## src/rtl/shs_pkg.sv

```systemverilog
package shs_pkg;

  // Hash selector codes
  typedef enum logic [3:0] {
    ALG_RS   = 4'd0,
    ALG_JS   = 4'd1,
    ALG_PJW  = 4'd2,
    ALG_ELF  = 4'd3,
    ALG_BKDR = 4'd4,
    ALG_SDBM = 4'd5,
    ALG_DJB  = 4'd6,
    ALG_DEK  = 4'd7,
    ALG_AP   = 4'd8,
    ALG_CRC  = 4'd9
  } alg_t;

  // Configuration register indexes
  localparam logic [1:0] CFG_ALG_SELECT   = 2'd0;
  localparam logic [1:0] CFG_BYTE_SIGNED  = 2'd1;
  localparam logic [1:0] CFG_BKDR_MULT    = 2'd2;

  localparam logic [31:0] RS_B        = 32'd378551;
  localparam logic [31:0] RS_A0       = 32'd63689;
  localparam logic [31:0] JS_INIT     = 32'd1315423911;
  localparam logic [31:0] HIGH_NIBBLE = 32'hF000_0000;
  localparam logic [31:0] BKDR_INIT   = 32'd131;
  localparam logic [31:0] DJB_INIT    = 32'd5381;
  localparam logic [31:0] CRC_POLY    = 32'hEDB8_8320;
  localparam logic [31:0] ALL_ONES    = 32'hFFFF_FFFF;
  localparam logic [31:0] LOW31       = 32'h7FFF_FFFF;

  // Configuration register set
  typedef struct packed {
    alg_t        alg;
    logic        byte_signed;
    logic [31:0] bkdr_mult;
  } cfg_t;

  // One input word
  typedef struct packed {
    logic [7:0]  byte_value;
    logic        first;
    logic        last;
    logic        empty;
    logic [30:0] msg_len;
  } item_t;

  // Running state
  typedef struct packed {
    logic [31:0] hash;
    logic [31:0] rs_mult;
    logic        odd;
  } hstate_t;

  // Reflected CRC-32 table entry; elaborates to a 256-entry constant ROM
  function automatic logic [31:0] crc_rom(input logic [7:0] idx);
    logic [31:0] c;
    c = {24'd0, idx};
    for (int k = 0; k < 8; k++) begin
      c = c[0] ? ((c >> 1) ^ CRC_POLY) : (c >> 1);
    end
    return c;
  endfunction

endpackage

```

## src/rtl/multi_algorithm_string_hash.sv

```systemverilog
// Channel | Direction | Handshake          | Word
// in_     | input     | in_valid/in_stall  | byte, first/last/empty flags, length
// out_    | output    | out_valid/out_stall| 32-bit finished hash
// cfg_    | input     | cfg_valid/cfg_ready| register index, 32-bit data
//
// One byte per cycle while neither in_stall nor out_stall holds the flow; a word is held in the
// input register and its hash is loaded from there into the output register.
// The loop is the running-hash update: one 32x32 multiply plus an add.
// rst_n is synchronous, active low; clears state and restores config defaults.
// in_stall rises only while a finishing word waits behind a stalled output.
// cfg_ready is always high.
module multi_algorithm_string_hash
  import shs_pkg::*;
(
  input  logic        clk,
  input  logic        rst_n,
  input  logic        in_valid,
  output logic        in_stall,
  input  logic [7:0]  in_byte_value,
  input  logic        in_first_of_message,
  input  logic        in_last_of_message,
  input  logic        in_empty_message,
  input  logic [30:0] in_message_length,
  output logic        out_valid,
  input  logic        out_stall,
  output logic [31:0] out_hash_value,
  input  logic        cfg_valid,
  output logic        cfg_ready,
  input  logic [1:0]  cfg_index,
  input  logic [31:0] cfg_wdata
);

  cfg_t    cfg_r;
  item_t   item_r;
  logic    item_valid_r;
  hstate_t state_r;
  hstate_t state_nxt;
  logic    emit;
  logic    fire;
  logic    can_load;
  logic [31:0] result;

  // Configuration registers
  assign cfg_ready = 1'b1;

  always_ff @(posedge clk) begin
    if (!rst_n) begin
      cfg_r.alg         <= ALG_RS;
      cfg_r.byte_signed <= 1'b1;
      cfg_r.bkdr_mult   <= BKDR_INIT;
    end else if (cfg_valid) begin
      case (cfg_index)
        CFG_ALG_SELECT:  cfg_r.alg         <= alg_t'(cfg_wdata[3:0]);
        CFG_BYTE_SIGNED: cfg_r.byte_signed <= cfg_wdata[0];
        CFG_BKDR_MULT:   cfg_r.bkdr_mult   <= cfg_wdata;
        default: ;
      endcase
    end
  end

  // Held word moves on unless it finishes into a blocked output
  assign fire     = item_valid_r && (!emit || can_load);
  assign in_stall = item_valid_r && !fire;

  // Input register
  always_ff @(posedge clk) begin
    if (!rst_n) begin
      item_valid_r <= 1'b0;
    end else if (!in_stall) begin
      item_valid_r <= in_valid;
    end
  end

  always_ff @(posedge clk) begin
    if (!in_stall && in_valid) begin
      item_r.byte_value <= in_byte_value;
      item_r.first      <= in_first_of_message;
      item_r.last       <= in_last_of_message;
      item_r.empty      <= in_empty_message;
      item_r.msg_len    <= in_message_length;
    end
  end

  // Hash update
  shs_absorb u_absorb (
    .cfg    (cfg_r),
    .item   (item_r),
    .cur    (state_r),
    .nxt    (state_nxt),
    .emit   (emit),
    .result (result)
  );

  always_ff @(posedge clk) begin
    if (!rst_n) begin
      state_r.hash    <= 32'd0;
      state_r.rs_mult <= RS_A0;
      state_r.odd     <= 1'b0;
    end else if (fire) begin
      state_r <= state_nxt;
    end
  end

  // Result register
  shs_out_reg u_out (
    .clk            (clk),
    .rst_n          (rst_n),
    .load           (fire && emit),
    .load_value     (result),
    .can_load       (can_load),
    .out_valid      (out_valid),
    .out_stall      (out_stall),
    .out_hash_value (out_hash_value)
  );

endmodule

```

## src/rtl/shs_absorb.sv

```systemverilog
module shs_absorb
  import shs_pkg::*;
(
  input  cfg_t        cfg,
  input  item_t       item,
  input  hstate_t     cur,
  output hstate_t     nxt,
  output logic        emit,
  output logic [31:0] result
);

  logic [31:0] ch;
  logic [31:0] init_hash;
  logic [31:0] h0;
  logic [31:0] rs0;
  logic        odd0;
  logic [31:0] mult_sel;
  logic [31:0] prod;
  logic [31:0] nib;
  logic [31:0] nib_top;
  logic [31:0] h_new;

  // Byte extension
  assign ch = (cfg.byte_signed && item.byte_value[7]) ? {24'hFF_FFFF, item.byte_value}
                                                       : {24'd0, item.byte_value};

  // Initial value; empty message seeds DEK with zero
  always_comb begin
    case (cfg.alg)
      ALG_JS:  init_hash = JS_INIT;
      ALG_DJB: init_hash = DJB_INIT;
      ALG_DEK: init_hash = item.empty ? 32'd0 : {1'b0, item.msg_len};
      ALG_CRC: init_hash = ALL_ONES;
      default: init_hash = 32'd0;
    endcase
  end

  assign h0   = (item.first || item.empty) ? init_hash : cur.hash;
  assign rs0  = (item.first || item.empty) ? RS_A0     : cur.rs_mult;
  assign odd0 = (item.first || item.empty) ? 1'b0      : cur.odd;

  // Shared multiplier for RS and BKDR
  assign mult_sel = (cfg.alg == ALG_RS) ? rs0 : cfg.bkdr_mult;
  assign prod     = h0 * mult_sel;

  // PJW / ELF folding
  assign nib     = (h0 << 4) + ch;
  assign nib_top = nib & HIGH_NIBBLE;

  always_comb begin
    case (cfg.alg)
      ALG_RS:   h_new = prod + ch;
      ALG_JS:   h_new = h0 ^ ((h0 << 5) + ch + (h0 >> 2));
      ALG_PJW,
      ALG_ELF:  h_new = (nib_top != 32'd0) ? ((nib ^ (nib_top >> 24)) & ~HIGH_NIBBLE) : nib;
      ALG_BKDR: h_new = prod + ch;
      ALG_SDBM: h_new = ch + (h0 << 6) + (h0 << 16) - h0;
      ALG_DJB:  h_new = (h0 << 5) + h0 + ch;
      ALG_DEK:  h_new = ((h0 << 5) ^ (h0 >> 27)) ^ ch;
      ALG_AP:   h_new = odd0 ? (h0 ^ ~((h0 << 11) ^ ch ^ (h0 >> 5)))
                             : (h0 ^ ((h0 << 7) ^ ch ^ (h0 >> 3)));
      ALG_CRC:  h_new = (h0 >> 8) ^ crc_rom(h0[7:0] ^ ch[7:0]);
      default:  h_new = h0;
    endcase
  end

  // Next state: empty message only loads the initial value
  always_comb begin
    if (item.empty) begin
      nxt.hash    = h0;
      nxt.rs_mult = rs0;
      nxt.odd     = odd0;
    end else begin
      nxt.hash    = h_new;
      nxt.rs_mult = rs0 * RS_B;
      nxt.odd     = ~odd0;
    end
  end

  // Finished hash
  assign emit   = item.empty || item.last;
  assign result = (cfg.alg == ALG_CRC) ? ~nxt.hash : (nxt.hash & LOW31);

endmodule

```

## src/rtl/shs_out_reg.sv

```systemverilog
module shs_out_reg (
  input  logic        clk,
  input  logic        rst_n,
  input  logic        load,
  input  logic [31:0] load_value,
  output logic        can_load,
  output logic        out_valid,
  input  logic        out_stall,
  output logic [31:0] out_hash_value
);

  logic        valid_r;
  logic        valid_nxt;
  logic [31:0] value_r;

  // Free when empty or the held word leaves this cycle
  assign can_load = !valid_r || !out_stall;

  always_comb begin
    valid_nxt = valid_r;
    if (load) begin
      valid_nxt = 1'b1;
    end else if (valid_r && !out_stall) begin
      valid_nxt = 1'b0;
    end
  end

  always_ff @(posedge clk) begin
    if (!rst_n) begin
      valid_r <= 1'b0;
    end else begin
      valid_r <= valid_nxt;
    end
  end

  always_ff @(posedge clk) begin
    if (load) begin
      value_r <= load_value;
    end
  end

  assign out_valid      = valid_r;
  assign out_hash_value = value_r;

endmodule

```

## config.mk

```make
export PLATFORM = sky130hd
export DESIGN_NAME = multi_algorithm_string_hash
export DESIGN_NICKNAME = d
export VERILOG_FILES = /design/src/rtl/shs_pkg.sv /design/src/rtl/multi_algorithm_string_hash.sv /design/src/rtl/shs_absorb.sv /design/src/rtl/shs_out_reg.sv
export SDC_FILE = /design/constraint.sdc
export NUM_CORES = 2
export LEC_CHECK = 0
export BUFFER_PORTS_ARGS = -buffer_cell sky130_fd_sc_hd__buf_2
export CORE_UTILIZATION = 40
export DETAILED_ROUTE_END_ITERATION = 7
export PLACE_DENSITY = 0.64
export SYNTH_ARGS = -nofsm -noshare
export SYNTH_HDL_FRONTEND = slang
export SYNTH_HIERARCHICAL = 1
export SYNTH_SLANG_ARGS = --single-unit
```

## constraint.sdc

```tcl
create_clock -name clk -period 13.4 [get_ports clk]
set_input_delay 2.68 -clock clk [delete_from_list [all_inputs] [get_ports clk]]
set_output_delay 2.68 -clock clk [all_outputs]
set_load 0.01 [all_outputs]
```

==> implementation parameters <==
Parameter                              Value

Drt
  Count of routing violations after the opening detailed-route iteration ... around 3900
  DR vias/cell ... between 5 and 6
  Aggregate routed wire length ... roughly 180 mm
  Length of the first detailed-routing pass in iterations ... 6
  Count of vias placed by the detailed router ... 37400
  Number of nets with antenna violations after detailed routing ... 0
  DRC violation count after routing ... 0
  Detailed-route wire length per cell ... approximately 27 um

Logic synthesis
  Combinational family with the most area after synthesis ... adder cells
  Unique masters post-synth ... 98
  Syn Std Cell Area ... around 44000 um2
  Post-synthesis share of cell area spent on xor and xnor gates ... 0.0728
  Post-synthesis simple-gate area fraction ... 0.129
  Top cells by area, synth ... sky130_fd_sc_hd__fa_1 (33%), sky130_fd_sc_hd__ha_1 (12%), sky130_fd_sc_hd__inv_1 (7.7%), sky130_fd_sc_hd__xnor2_1 (5.6%), sky130_fd_sc_hd__edfxtp_1 (5.1%)
  Most frequently used flop master after synthesis ... sky130_fd_sc_hd__dfxtp_1
  Most numerous cell in the Yosys netlist ... sky130_fd_sc_hd__inv_1
  Cell count after synthesis ... 5078
  Sequential area share after synthesis ... 0.0981
  Synth warn ... 6
  Cell type with the largest total area after synthesis ... sky130_fd_sc_hd__fa_1
  Net count of the mapped netlist ... between 6000 and 7000
  Area fraction in compound gates after synthesis ... 0.124
  Async S/R FF share, synth ... 0
  Yosys top cell area share ... 0.334
  Multiplexer fraction of the synthesized cell area ... 0.0175
  Average cell area after synthesis ... 8.64 um2
  Post-synth EDFFs ... 74
  Flop and latch count out of synthesis ... 178
  Adder-cell area share of the yosys netlist ... 0.458
  Most instantiated cells after synthesis ... sky130_fd_sc_hd__inv_1 (899), sky130_fd_sc_hd__fa_1 (732), sky130_fd_sc_hd__nor2_1 (507)

Clocking
  Root buffer cell ... sky130_fd_sc_hd__clkbuf_16
  Post-CTS Setup Repair Bufs ... 0
  Sinks on the clock net ... about 180
  Hold buffers post-CTS ... 0
  CTS tree ... built
  Number of buffers created by CTS ... 17
  Number of levels the H-tree was split into ... 4
  Resized Gates After CTS ... 0
  Buffers from clock root to sink, at most ... 2
  Clock slew at reported path FFs ... about 0.090 ns
  Latest clock arrival within the worst-skew pair ... 0.55 ns

Hold path
  Worst min path class ... register to register
  Cell depth of the worst min-delay path ... 2

Critical path
  Setup crit end kind ... register
  Worst Path Class, Setup ... register to register
  Critical-path cell with the highest stage delay ... sky130_fd_sc_hd__a221oi_1
  Cell with the most instances on the worst path ... sky130_fd_sc_hd__fa_1
  Sort of element at the start of the critical path ... register
  Worst-path maximum fanout ... 21
  Endpoint arrival time on the critical path ... approximately 11 ns
  Worst EP required ... approximately 14 ns
  R2r worst-path depth ... 29
  Critical Path Max Stage Delay ... between 1 and 1.5 ns

GRT
  Number of global-route vias before repair ... around 38000
  Largest net degree at the start of global routing ... around 100
  Total Routing Usage GR ... 0.320
  Initial antenna violation count ... 11
  Total congestion overflow ... 0
  Wire length of the first global-routing pass ... roughly 260 mm

Die
  Starting utilization of the core area ... 0.403
  Number of rows in the core area ... approximately 120
  Core Region ... 109000 um2
  Die height ... 333 um
  Width of the die ... roughly 330 um
  Boundary pin count ... between 100 and 150
  Die area ... 111000 um2

Timing
  Relative slew margins ... 0.0727
  Post-layout min period ... 10.46 ns
  Setup repair after global routing missed its margin ... false
  Total negative setup slack ... 0 ns
  Period utilisation layout ... 0.780
  Highest clock rate ... around 96 MHz
  Transition time at the pin with the least slew margin ... around 1.4 ns
  Final hold violations ... 0
  # setup viols final ... 0
  Maximum clock skew at final layout ... between 0.04 and 0.05 ns
  Number of pins with negative max-slew slack in the final report ... 0

Pwr
  Power per cell area ... 203 nW/um2
  Leakage power of the design ... around 22 nW
  Largest voltage drop on the vdd net ... 0.000247 V

Placed design
  Quantity of I/O buffers inserted on ports ... ~110
  Post-DP HPWL ... approximately 140 mm
  Weighted congestion at the end of routability-driven global placement ... slightly above 1

Job
  Count of max-cap constraint violations ... 0

Layout
  Synthesis-to-finish area growth ... 6.52%
  Share of post-route cells with drive strength above 1 ... 0.0649
  Final #Nets ... 6333
  Finished Core Util ... 0.429

Status
  Run status ... finished clean
where the power goes:
group | switching, mW | internal [mW]
clock network | 0.314 | 0.253
logic | 5.08 | 3.08
registers | 0.0805 | 0.681
state kept, by name, indices dropped and copies added (netlist names):
| signal | cells |
|---|---|
| state_r | 65 |
| item_r | 42 |
| cfg_r | 37 |
| u_out/out_hash_value | 32 |
| item_valid_r | 1 |
| u_out/out_valid | 1 |
worst paths after layout:
check                   start                  endpoint  slack [ns]
hold reg to reg   state_r[20]               state_r[20]        0.46
setup / recovery    cfg_r[35]  u_out/out_hash_value[17]        2.94
setup reg to reg    cfg_r[35]  u_out/out_hash_value[17]        2.94
hold / removal    state_r[20]               state_r[20]        0.46
critical path: cells and delay by family, from the launching register on:
kind,cells,cell delay (ns)
simple gates,6,1.63
xor+xnor,2,0.43
buf+inv,5,1.12
flops,1,0.77
compound gates,7,2.33
fa+ha+maj,9,3.86
layer usage:
layer	vias up	part of all wire	GRT usage
met2	2084	0.43	0.490
met5	-	0.00071	0.00217
met4	12	0.086	0.226
met1	18600	0.38	0.397
li1	16200	-	-
met3	582	0.098	0.0763
cells in the final DEF (no fill, tap or decap), types with 22 or more instances in the layout:
cell type,count
sky130_fd_sc_hd__inv_1,898
sky130_fd_sc_hd__fa_1,732
sky130_fd_sc_hd__nor2_1,505
sky130_fd_sc_hd__nand2_1,498
sky130_fd_sc_hd__ha_1,434
sky130_fd_sc_hd__xnor2_1,279
sky130_fd_sc_hd__a21oi_1,245
sky130_fd_sc_hd__o21ai_0,169
sky130_fd_sc_hd__buf_2,113
sky130_fd_sc_hd__dfxtp_1,104
sky130_fd_sc_hd__buf_4,101
sky130_fd_sc_hd__xor2_1,81
sky130_fd_sc_hd__edfxtp_1,74
sky130_fd_sc_hd__mux2i_1,71
sky130_fd_sc_hd__a21o_1,67
sky130_fd_sc_hd__nand3_1,59
sky130_fd_sc_hd__nand2b_1,50
sky130_fd_sc_hd__o21a_1,45
sky130_fd_sc_hd__a211oi_1,40
sky130_fd_sc_hd__o211ai_1,37
sky130_fd_sc_hd__and2_1,37
sky130_fd_sc_hd__nor3_1,31
sky130_fd_sc_hd__and3_1,27
sky130_fd_sc_hd__a31oi_1,24
sky130_fd_sc_hd__o21bai_1,23
sky130_fd_sc_hd__a221oi_1,22
cell families after synthesis:
kind of cell	after synthesis
muxes	75
other	1
and+or+nand+nor	1316
adders and majority gates	1166
AOI/OAI and AO/OA	838
xor gates and xnor gates	362
DFF	178
buffers and inverters	1142
metrics by stage:
stage / instances / setup slack [ns] / cell area (um2) / hold WS [ns] / power (mW)
global route: 6515 / 2.45 / 46700 / 0.462 / 10.2
CTS: 6513 / 3.13 / 46700 / 0.457 / 9.30
finish: 6516 / 2.94 / 46700 / 0.461 / 9.49
floorplan: 5078 / 2.23 / 43900 / 0.429 / 6.22
detailed placement: 6481 / 3.17 / 46100 / 0.446 / 8.62
global placement: 6481 / 3.25 / 46100 / 0.439 / 8.63
area by class of cell:
type | count | area, um2
antenna | 3 | 7.51
clock buffer | 17 | 425
clock inverter | 15 | 188
fill | 10700 | 62100
inverter | 916 | 3440
multi-input combinational | 3758 | 35300
sequential | 178 | 4300
tap | 1414 | 1770
timing repair buffer | 215 | 1340
No activity file was read; power rests on OpenSTA's default activity.
